### src/cfr_pkg.sv
// ----------------------------------------------------------------------------
// cfr_pkg
// Types and constants shared by the checksummed frame receiver.
// ----------------------------------------------------------------------------
package cfr_pkg;

  localparam int unsigned ByteWidth   = 8;
  localparam int unsigned LenWidth    = 16;
  localparam int unsigned KindWidth   = 3;
  localparam int unsigned CfgIdxWidth = 2;
  localparam int unsigned CfgDataWidth = 16;

  localparam logic [ByteWidth-1:0] StartByteReset   = 8'd165;
  localparam logic [LenWidth-1:0]  MaxBodyLenReset  = 16'd512;

  typedef enum logic [2:0] {
    PH_HUNT     = 3'd0,
    PH_TYPE     = 3'd1,
    PH_LEN_LO   = 3'd2,
    PH_LEN_HI   = 3'd3,
    PH_HDR_SUM  = 3'd4,
    PH_BODY     = 3'd5,
    PH_BODY_SUM = 3'd6
  } phase_t;

  typedef enum logic [KindWidth-1:0] {
    KIND_BODY       = 3'd0,
    KIND_GOOD       = 3'd1,
    KIND_BAD_BODY   = 3'd2,
    KIND_BAD_HEADER = 3'd3,
    KIND_TOO_LONG   = 3'd4
  } kind_t;

  typedef enum logic [CfgIdxWidth-1:0] {
    CFG_START_BYTE   = 2'd0,
    CFG_MAX_BODY_LEN = 2'd1
  } cfg_index_t;

  typedef struct packed {
    kind_t                kind;
    logic [ByteWidth-1:0] packet_kind;
    logic [ByteWidth-1:0] body_byte;
    logic [LenWidth-1:0]  byte_offset;
    logic [LenWidth-1:0]  frame_length;
  } result_t;

endpackage

### src/checksummed_frame_receiver.sv
// ----------------------------------------------------------------------------
// checksummed_frame_receiver
// Parses length-prefixed frames with additive 8-bit header and body checksums.
// ----------------------------------------------------------------------------
// Usage:
//   rx channel (rx_valid/rx_ready/rx_byte) takes one link byte per request.
//   result channel (result_valid/result_ready + fields) gives one request for
//   each body byte and one verdict per frame (good, body checksum bad, header
//   checksum bad, length over limit).
//   cfg channel (cfg_valid/cfg_ready/cfg_index/cfg_data) writes start_byte
//   (index 0) and max_body_len (index 1); cfg_ready is always high.
// Output: a result is registered as the byte that causes it is taken.
// Throughput: one byte per cycle while the skid entry is empty, set by the
//   single parse stage between the rx port and the result register.
// Stall: the result register is backed by one skid entry, so one more result
//   is taken while a result waits; rx_ready drops only when the skid entry
//   holds a result, and rises as soon as the receiver takes one.
// Reset: both registers return to their defaults (165, 512), the parser
//   hunts for the start byte and no result is pending.
// ----------------------------------------------------------------------------
module checksummed_frame_receiver (
  input  logic                                 clk,
  input  logic                                 rst,
  input  logic                                 rx_valid,
  output logic                                 rx_ready,
  input  logic [cfr_pkg::ByteWidth-1:0]        rx_byte,
  output logic                                 result_valid,
  input  logic                                 result_ready,
  output logic [cfr_pkg::KindWidth-1:0]        result_kind,
  output logic [cfr_pkg::ByteWidth-1:0]        packet_kind,
  output logic [cfr_pkg::ByteWidth-1:0]        body_byte,
  output logic [cfr_pkg::LenWidth-1:0]         byte_offset,
  output logic [cfr_pkg::LenWidth-1:0]         frame_length,
  input  logic                                 cfg_valid,
  output logic                                 cfg_ready,
  input  logic [cfr_pkg::CfgIdxWidth-1:0]      cfg_index,
  input  logic [cfr_pkg::CfgDataWidth-1:0]     cfg_data
);

  logic [cfr_pkg::ByteWidth-1:0] start_byte;
  logic [cfr_pkg::LenWidth-1:0]  max_body_len;

  cfr_pkg::phase_t               phase, phase_next;
  logic [cfr_pkg::ByteWidth-1:0] kind_held, kind_held_next;
  logic [cfr_pkg::ByteWidth-1:0] length_low_held, length_low_held_next;
  logic [cfr_pkg::LenWidth-1:0]  body_length, body_length_next;
  logic [cfr_pkg::LenWidth-1:0]  bytes_seen, bytes_seen_next;
  logic [cfr_pkg::ByteWidth-1:0] running_sum, running_sum_next;

  cfr_pkg::result_t res;
  logic             res_fire;
  cfr_pkg::result_t out_q;
  cfr_pkg::result_t skid_q;
  logic             skid_valid;
  logic             rx_accept;
  logic             out_free;
  logic [cfr_pkg::LenWidth-1:0] seen_inc;

  assign cfg_ready = 1'b1;
  assign rx_ready  = !skid_valid;
  assign rx_accept = rx_valid && rx_ready;
  assign out_free  = !result_valid || result_ready;
  assign seen_inc  = bytes_seen + 16'd1;

  // configuration registers
  always_ff @(posedge clk) begin
    if (rst) begin
      start_byte   <= cfr_pkg::StartByteReset;
      max_body_len <= cfr_pkg::MaxBodyLenReset;
    end else if (cfg_valid && cfg_ready) begin
      unique case (cfg_index)
        cfr_pkg::CFG_START_BYTE:   start_byte   <= cfg_data[cfr_pkg::ByteWidth-1:0];
        cfr_pkg::CFG_MAX_BODY_LEN: max_body_len <= cfg_data[cfr_pkg::LenWidth-1:0];
        default: ;
      endcase
    end
  end

  // parse step
  always_comb begin
    phase_next           = phase;
    kind_held_next       = kind_held;
    length_low_held_next = length_low_held;
    body_length_next     = body_length;
    bytes_seen_next      = bytes_seen;
    running_sum_next     = running_sum;
    res_fire             = 1'b0;
    res.kind             = cfr_pkg::KIND_BODY;
    res.body_byte        = '0;
    res.byte_offset      = '0;
    unique case (phase)
      cfr_pkg::PH_TYPE: begin
        kind_held_next   = rx_byte;
        running_sum_next = running_sum + rx_byte;
        phase_next       = cfr_pkg::PH_LEN_LO;
      end
      cfr_pkg::PH_LEN_LO: begin
        length_low_held_next = rx_byte;
        running_sum_next     = running_sum + rx_byte;
        phase_next           = cfr_pkg::PH_LEN_HI;
      end
      cfr_pkg::PH_LEN_HI: begin
        running_sum_next = running_sum + rx_byte;
        body_length_next = {rx_byte, length_low_held};
        bytes_seen_next  = '0;
        if ({rx_byte, length_low_held} > max_body_len) begin
          phase_next = cfr_pkg::PH_HUNT;
          res_fire   = 1'b1;
          res.kind   = cfr_pkg::KIND_TOO_LONG;
        end else begin
          phase_next = cfr_pkg::PH_HDR_SUM;
        end
      end
      cfr_pkg::PH_HDR_SUM: begin
        if (running_sum != rx_byte) begin
          phase_next = cfr_pkg::PH_HUNT;
          res_fire   = 1'b1;
          res.kind   = cfr_pkg::KIND_BAD_HEADER;
        end else begin
          running_sum_next = running_sum + rx_byte;
          phase_next = (body_length != '0) ? cfr_pkg::PH_BODY : cfr_pkg::PH_BODY_SUM;
        end
      end
      cfr_pkg::PH_BODY: begin
        res_fire         = 1'b1;
        res.kind         = cfr_pkg::KIND_BODY;
        res.body_byte    = rx_byte;
        res.byte_offset  = bytes_seen;
        running_sum_next = running_sum + rx_byte;
        bytes_seen_next  = seen_inc;
        if (seen_inc >= body_length) begin
          phase_next = cfr_pkg::PH_BODY_SUM;
        end
      end
      cfr_pkg::PH_BODY_SUM: begin
        phase_next = cfr_pkg::PH_HUNT;
        res_fire   = 1'b1;
        res.kind   = (running_sum == rx_byte) ? cfr_pkg::KIND_GOOD : cfr_pkg::KIND_BAD_BODY;
      end
      default: begin
        phase_next = cfr_pkg::PH_HUNT;
        if (rx_byte == start_byte) begin
          running_sum_next = rx_byte;
          phase_next       = cfr_pkg::PH_TYPE;
        end
      end
    endcase
    res.packet_kind  = kind_held;
    res.frame_length = body_length_next;
  end

  // parser state
  always_ff @(posedge clk) begin
    if (rst) begin
      phase           <= cfr_pkg::PH_HUNT;
      kind_held       <= '0;
      length_low_held <= '0;
      body_length     <= '0;
      bytes_seen      <= '0;
      running_sum     <= '0;
    end else if (rx_accept) begin
      phase           <= phase_next;
      kind_held       <= kind_held_next;
      length_low_held <= length_low_held_next;
      body_length     <= body_length_next;
      bytes_seen      <= bytes_seen_next;
      running_sum     <= running_sum_next;
    end
  end

  // result register and skid entry, control
  always_ff @(posedge clk) begin
    if (rst) begin
      result_valid <= 1'b0;
      skid_valid   <= 1'b0;
    end else if (out_free) begin
      if (skid_valid) begin
        result_valid <= 1'b1;
        skid_valid   <= 1'b0;
      end else begin
        result_valid <= rx_accept && res_fire;
      end
    end else if (rx_accept && res_fire) begin
      skid_valid <= 1'b1;
    end
  end

  // result register and skid entry, payload
  always_ff @(posedge clk) begin
    if (out_free) begin
      if (skid_valid) begin
        out_q <= skid_q;
      end else if (rx_accept && res_fire) begin
        out_q <= res;
      end
    end else if (rx_accept && res_fire) begin
      skid_q <= res;
    end
  end

  assign result_kind  = out_q.kind;
  assign packet_kind  = out_q.packet_kind;
  assign body_byte    = out_q.body_byte;
  assign byte_offset  = out_q.byte_offset;
  assign frame_length = out_q.frame_length;

  a_skid_behind_out: assert property (@(posedge clk) disable iff (rst)
    skid_valid |-> result_valid)
    else $error("skid entry holds a result while the result register is empty");

  a_verdict_clean: assert property (@(posedge clk) disable iff (rst)
    (result_valid && result_kind != cfr_pkg::KIND_BODY) |->
      (body_byte == '0 && byte_offset == '0))
    else $error("verdict result carries body data");

  a_body_in_range: assert property (@(posedge clk) disable iff (rst)
    (phase == cfr_pkg::PH_BODY) |-> (bytes_seen < body_length))
    else $error("body byte count ran past the frame length");

  a_verdict_rehunt: assert property (@(posedge clk) disable iff (rst)
    (rx_accept && phase == cfr_pkg::PH_BODY_SUM) |=> (phase == cfr_pkg::PH_HUNT))
    else $error("parser did not return to hunting after the body checksum");

endmodule
### config.mk
export PLATFORM = sky130hd
export DESIGN_NAME = checksummed_frame_receiver
export DESIGN_NICKNAME = d
export VERILOG_FILES = /design/src/cfr_pkg.sv /design/src/checksummed_frame_receiver.sv
export SDC_FILE = /design/constraint.sdc
export NUM_CORES = 1
export LEC_CHECK = 0
export BUFFER_PORTS_ARGS = -buffer_cell sky130_fd_sc_hd__buf_2
export CORE_UTILIZATION = 35
export DETAILED_ROUTE_END_ITERATION = 10
export HOLD_SLACK_MARGIN = 0.1
export PLACE_DENSITY = 0.66
export SLEW_MARGIN = 5
export SYNTH_ARGS = -nofsm -noshare
export SYNTH_HDL_FRONTEND = slang
export SYNTH_SLANG_ARGS = --single-unit
### constraint.sdc
create_clock -name clk -period 6.5 [get_ports clk]
set_input_delay 1.3 -clock clk [delete_from_list [all_inputs] [get_ports clk]]
set_output_delay 1.3 -clock clk [all_outputs]
set_load 0.05 [all_outputs]
Yosys cells after proc, flatten, opt, wreduce, memory -nomap -nowiden
Index checks and enable logic that the tools add are counted.

word-level totals
  register bits after elaboration = 187
  input port bits = 31
  output and inout bits = 54

cells by class
  reduce and logical (&&, ||, !) cells = 22
  bitwise operators = 2
  add/subtract/negate cells = 2
  equal/unequal tests = 12
  muxes and demuxes = 22
  magnitude comparators = 2

operators with widths
  kind                                                             number
  51-bit 2-to-1 mux                                                2
  16-bit case mux with 2 select lines                              1
  24-bit 2-to-1 mux                                                1
  8-bit case mux with 3 select lines                               1
  3-bit case mux with 6 select lines                               1
  16-bit by 1-bit adder with 16-bit output, second input constant  1
  8-bit == test                                                    2
  16-bit greater-or-equal comparator                               1
  16-bit greater-than comparator                                   1
  16-bit 2-to-1 mux                                                1
  8-bit 2-to-1 mux                                                 2
  2-bit AND reduction                                              8
  16-bit nonzero test                                              1
  3-bit 2-to-1 mux                                                 4
  3-bit == test, second input constant                             3
  3-bit case mux with 3 select lines                               1
  8-bit adder                                                      1
  8-bit != test                                                    1
  3-bit by 2-bit == test with 1-bit output, second input constant  2
  2-bit 2-to-1 mux                                                 3
  1-bit 2-to-1 mux                                                 4
  2-bit != test, second input constant                             2
  4-bit AND reduction                                              1
  2-bit nonzero test                                               2
  11 further kinds                                                 15

Depth between registers and ports, before layout
  word-level depth = 6
  depth in mapped cells = 15
  mapped depth without buffers = 14

Worst setup path after synthesis
OpenSTA, ideal clock, no wires.

  path type = input-to-reg
  start point = in rx_byte[6] in the netlist's numbering
  end point = reg skid_q[0] in the netlist's numbering (enable)
  slack = 0.217 ns
  buffers on the path = 0
  cell stages on the path = 7
  library setup time = 0.523 ns
  data arrival time = 5.761 ns
  cell sequence = ha_1 -> nand4_1 -> nor2_1 -> o31ai_1 -> a211oi_2 -> nor2_1 -> nor3_1

on the way
  cells in the longest elaborated chain, start to end = 5
  elaborated cells between the ends (all ways) = 7
  those cells by class = order compare: 1; eq/ne: 1; mux: 3; reduce/logical: 2

ends and longest elaborated chain
  element                                                          RTL line                                                              text
  start: declaration                                               checksummed_frame_receiver.sv:26                                      input logic [cfr_pkg::ByteWidth-1:0] rx_byte,
  16-bit greater-than comparator or 8-bit != test (tied branches)  checksummed_frame_receiver.sv:106, checksummed_frame_receiver.sv:115
  1-bit 2-to-1 mux, on equally long branches                       checksummed_frame_receiver.sv:106, checksummed_frame_receiver.sv:115
  1-bit case mux with 3 select lines (*)                           checksummed_frame_receiver.sv:91                                      unique case (phase)
  1-bit logical AND (*)                                            checksummed_frame_receiver.sv:196                                     end else if (rx_accept && res_fire) begin
  2-bit AND reduction (no source line) (*)                         -
  end signal: assignment                                           checksummed_frame_receiver.sv:197                                     skid_q <= res;
  end: declaration                                                 checksummed_frame_receiver.sv:53                                      cfr_pkg::result_t skid_q;

Mark *: on every way between the ends. The rest lies on a longest branch, timed or not.
A chain may end at the register's enable or synchronous reset.

Final worst setup path
  start point = reg bytes_seen[0] in the netlist's numbering
  end point = reg phase[1]

on the way
  cells in the longest elaborated chain, start to end = 4

ends and longest elaborated chain
  element                                   RTL line                           text
  start: declaration                        checksummed_frame_receiver.sv:47   logic [cfr_pkg::LenWidth-1:0] bytes_seen, bytes_seen_next;
  start signal: assignment                  checksummed_frame_receiver.sv:166  bytes_seen <= bytes_seen_next;
  16-bit by 1-bit adder with 16-bit output  checksummed_frame_receiver.sv:63   assign seen_inc = bytes_seen + 16'd1;
  16-bit greater-or-equal comparator        checksummed_frame_receiver.sv:131  if (seen_inc >= body_length) begin
  2-bit != test (no source line)            -
  2-bit AND reduction (no source line)      -
  end signal: assignment                    checksummed_frame_receiver.sv:155  phase <= cfr_pkg::PH_HUNT;
  end signal: assignment                    checksummed_frame_receiver.sv:162  phase <= phase_next;
  end: declaration                          checksummed_frame_receiver.sv:43   cfr_pkg::phase_t phase, phase_next;

Every way passes these cells.

==> parameters.txt <==
Parameter                              Value

Outcome
  Outcome    finished, final reports clean

STA
  Unrepaired setup endpoints after global routing    false
  Minimum clock period    3.59 ns
  Measured slew at the worst slew-check pin    1.19 ns
  Post-Route Setup TNS    0 ns
  Max transition margin    19.9%
  Max Slew Vio Count    0
  Final setup violating endpoints    0
  Worst clock skew    0.0136 ns
  Final count of hold timing violations    0
  Max Clock Freq    278 MHz
  Fraction of the cycle the final worst path needs    55.2%

Route
  Via density per instance    5.03
  First drt pass iteration count    4
  Number of design rule violations left after detail routing    0
  Antenna-violating nets left    0
  Starting DRT DRC Count    396
  Detailed-route wire length    19.5 mm
  Per-cell routed wire length    16.1 um
  Detailed-route via count    6115

Die
  Total core area    0.0245 sq mm
  Count of boundary I/O pins    85
  Die height    161 um
  Starting density of the core    36.0%
  Die boundary width    161 um
  Cell Rows    57
  Die ar.    0.0259 sq mm

CTS
  Clock transition at path regs    0.08 ns
  Total setup buffers inserted after CTS    0
  CTS tree    done
  Clock latency reported for the late side of the worst-skew pair    0.44 ns
  H-tree level count    4
  Cts repair resizes    0
  Root Buffer Master    sky130_fd_sc_hd__clkbuf_16
  Hold-fix buffers at CTS    0
  Number of buffers added by the clock tree synthesis step    17
  Num Clock Sinks    187
  Largest buffer count on any clock path    2

Global route
  Pin count of the biggest net entering global routing    87
  First-pass GRT wire length    31.4 mm
  GRT overflow    0
  Vias in the first global route    5692
  Initial antenna violation count    0
  GRT Resource Usage Total    15.6%

Logic synthesis
  Number of register bits inferred by synthesis    187
  Mean instance size in the synthesized netlist    10.9 sq um
  Number of synthesized flops with an enable pin    102
  Main area contributors after synthesis    sky130_fd_sc_hd__edfxtp_1 (35%), sky130_fd_sc_hd__dfxtp_1 (19%), sky130_fd_sc_hd__mux2_2 (6.4%), sky130_fd_sc_hd__ha_1 (5.7%), sky130_fd_sc_hd__nor2_1 (3.3%)
  Post-Synthesis Cells    812
  Async set-or-reset flop fraction in the synthesized netlist    0%
  Library cell with the highest instance count after synthesis    sky130_fd_sc_hd__edfxtp_1
  Leading area contributor after synthesis    sky130_fd_sc_hd__edfxtp_1
  Flip-flop cell with the highest count after synthesis    sky130_fd_sc_hd__edfxtp_1
  Sequential fraction of the synthesis area    53.9%
  Commonest cells in the synthesized netlist    sky130_fd_sc_hd__edfxtp_1 (102), sky130_fd_sc_hd__dfxtp_1 (85), sky130_fd_sc_hd__nor2_1 (78)
  Mapped Area    0.00883 sq mm
  Synthesized netlist net count    884
  Unique masters post-synth    63
  Proportion of netlist area held by the largest area contributor    34.7%
  Synth warn    0

Worst setup path
  Reg-to-Reg Start    bytes_seen[0]
  Worst reg-to-reg setup slack    2.91 ns
  CP Launch Point    bytes_seen[0]
  Endpoint of the most critical register-to-register path    phase[1]
  Max FO, Critical Path    7
  WP data required    6.86 ns
  Setup crit end    phase[1]
  CP arrival    3.95 ns
  Type of destination of the critical path    flop
  Type of element launching the critical path    flop
  Kind of critical path    reg2reg
  Cell count of the worst reg-to-reg path    14

Place
  Dpl hpwl    13.7 mm
  Final weighted congestion of routability-driven global placement    0.829
  Port Buffer Count    83

Layout
  Ant. Diodes    0
  Area of the multi-input gates    0.00378 sq mm
  Proportion of layout cells with a drive suffix above 1    21.3%
  Share of the core filled with cells    41.4%
  Net count reported at finish    951
  Synth-to-Final Area Change    15.0%
  Flip-flop and latch area    0.00476 sq mm
  Fillers    2391

Power
  Switching part of the total    23.9%
  Worst ir drop on vdd    0.204 mV
  Net Switching    581 uW
  Leak    0.00397 uW
  P_int    1850 uW
  Clock power share    43.2%
  Part of the power in registers    51.7%
  Ratio of total power to cell area    239 mW/mm^2
  Gate power share    5.1%

Run
  Maxcap violations    0

Min path
  Type of the most critical hold path    reg2reg
  Count of cells along the worst hold path    2
## power groups by stage
stage	clock network [uW]	logic [uW]	registers (uW)
final	1050	123	1260
after global routing	1110	137	1260
after CTS	1070	122	1260
after detailed placement	0	121	1280
after global placement	0	118	1280
after floorplan	0	81.6	1280
## area by class of cell
type / count / area share (%)
Clock buffer: 18 / 4.23
Clock inverter: 14 / 1.65
Inverter: 39 / 1.44
Multi-Input combinational cell: 545 / 37.2
Sequential cell: 187 / 46.9
Tap cell: 324 / 3.99
Timing Repair Buffer: 89 / 4.53
## critical path, stage by stage (launching register included)
cell	delay, ns
sky130_fd_sc_hd__dfxtp_1	0.48
sky130_fd_sc_hd__ha_1	0.28
sky130_fd_sc_hd__and3_1	0.26
sky130_fd_sc_hd__and3_1	0.31
sky130_fd_sc_hd__and3_1	0.23
sky130_fd_sc_hd__nand3_1	0.13
sky130_fd_sc_hd__xnor2_2	0.20
sky130_fd_sc_hd__ha_1	0.27
sky130_fd_sc_hd__o21ai_0	0.16
sky130_fd_sc_hd__nor2_1	0.06
sky130_fd_sc_hd__o31ai_1	0.23
sky130_fd_sc_hd__o31ai_1	0.12
sky130_fd_sc_hd__a31oi_1	0.42
sky130_fd_sc_hd__o21ai_0	0.18
sky130_fd_sc_hd__a21oi_1	0.19
## cell usage in the layout, fill, tap and decap left out, types with 5 or more instances in the layout
master	netlist	layout
sky130_fd_sc_hd__a211o_1	5	5
sky130_fd_sc_hd__a211oi_1	21	21
sky130_fd_sc_hd__a21oi_1	42	42
sky130_fd_sc_hd__a22oi_1	5	5
sky130_fd_sc_hd__and3_1	29	29
sky130_fd_sc_hd__buf_2	5	83
sky130_fd_sc_hd__buf_4	1	6
sky130_fd_sc_hd__clkbuf_16	0	17
sky130_fd_sc_hd__dfxtp_1	85	85
sky130_fd_sc_hd__edfxtp_1	102	102
sky130_fd_sc_hd__ha_1	40	40
sky130_fd_sc_hd__inv_1	38	38
sky130_fd_sc_hd__inv_8	0	6
sky130_fd_sc_hd__mux2_2	50	50
sky130_fd_sc_hd__mux2i_1	27	27
sky130_fd_sc_hd__nand2_1	72	72
sky130_fd_sc_hd__nand3_1	12	12
sky130_fd_sc_hd__nand3b_1	5	5
sky130_fd_sc_hd__nand4_1	5	5
sky130_fd_sc_hd__nor2_1	78	78
sky130_fd_sc_hd__nor2b_1	10	10
sky130_fd_sc_hd__nor3_1	7	6
sky130_fd_sc_hd__nor4_1	8	8
sky130_fd_sc_hd__o21ai_0	18	18
sky130_fd_sc_hd__o21ai_1	24	24
sky130_fd_sc_hd__o31ai_1	6	6
sky130_fd_sc_hd__xnor2_1	7	7
sky130_fd_sc_hd__xor2_1	19	19
## worst min-delay path by stage
| stage | to | slack [ns] | start |
|---|---|---|---|
| floorplan | skid_q[40] | 0.43 | kind_held[0] |
| global placement | max_body_len[14] | 0.44 | max_body_len[14] |
| detailed placement | skid_q[44] | 0.45 | kind_held[4] |
| CTS | max_body_len[10] | 0.46 | max_body_len[10] |
| global route | max_body_len[2] | 0.48 | max_body_len[2] |
| finish | max_body_len[10] | 0.45 | max_body_len[10] |
## through the flow
stage | power [uW] | hold WS, ns | setup slack (ns) | instances | cell area, sq um
after floorplan | 1360 | 0.426 | 0.217 | 812 | 8830
after global routing | 2510 | 0.480 | 2.54 | 1216 | 10200
final | 2430 | 0.454 | 2.91 | 1216 | 10200
after CTS | 2440 | 0.456 | 2.93 | 1216 | 10200
after global placement | 1400 | 0.443 | 2.56 | 1184 | 9560
after detailed placement | 1400 | 0.447 | 2.51 | 1184 | 9560
## metal layers
layer  routed length [um]  GRT usage (%)  vias up
li1                     -              -     3054
met1                10100           23.3     2901
met2                 8350           22.5      141
met3                  812           3.05       19
met4                  241           4.85        0
met5                    0              0        -
## logic make-up after synthesis
| logic type | Yosys count | share of synthesized area (%) |
|---|---|---|
| and+or+nand+nor | 254 | 14.2 |
| muxes | 77 | 9.43 |
| AOI/OAI and AO/OA | 145 | 10.2 |
| DFF | 187 | 53.9 |
| other | 1 | 0.0424 |
| buffers and inverters | 80 | 3.51 |
| adders and majority gates | 41 | 5.89 |
| xor gates and xnor gates | 27 | 2.76 |
## registers in the layout (all words and copies together) (netlist names), 8 cells and up
name             flops
frame_length        16
byte_offset         16
packet_kind          8
running_sum          8
start_byte           8
length_low_held      8
skid_q              51
bytes_seen          16
kind_held            8
body_byte            8
max_body_len        16
body_length         16
Note: power is estimated with default switching activity, not from simulation.
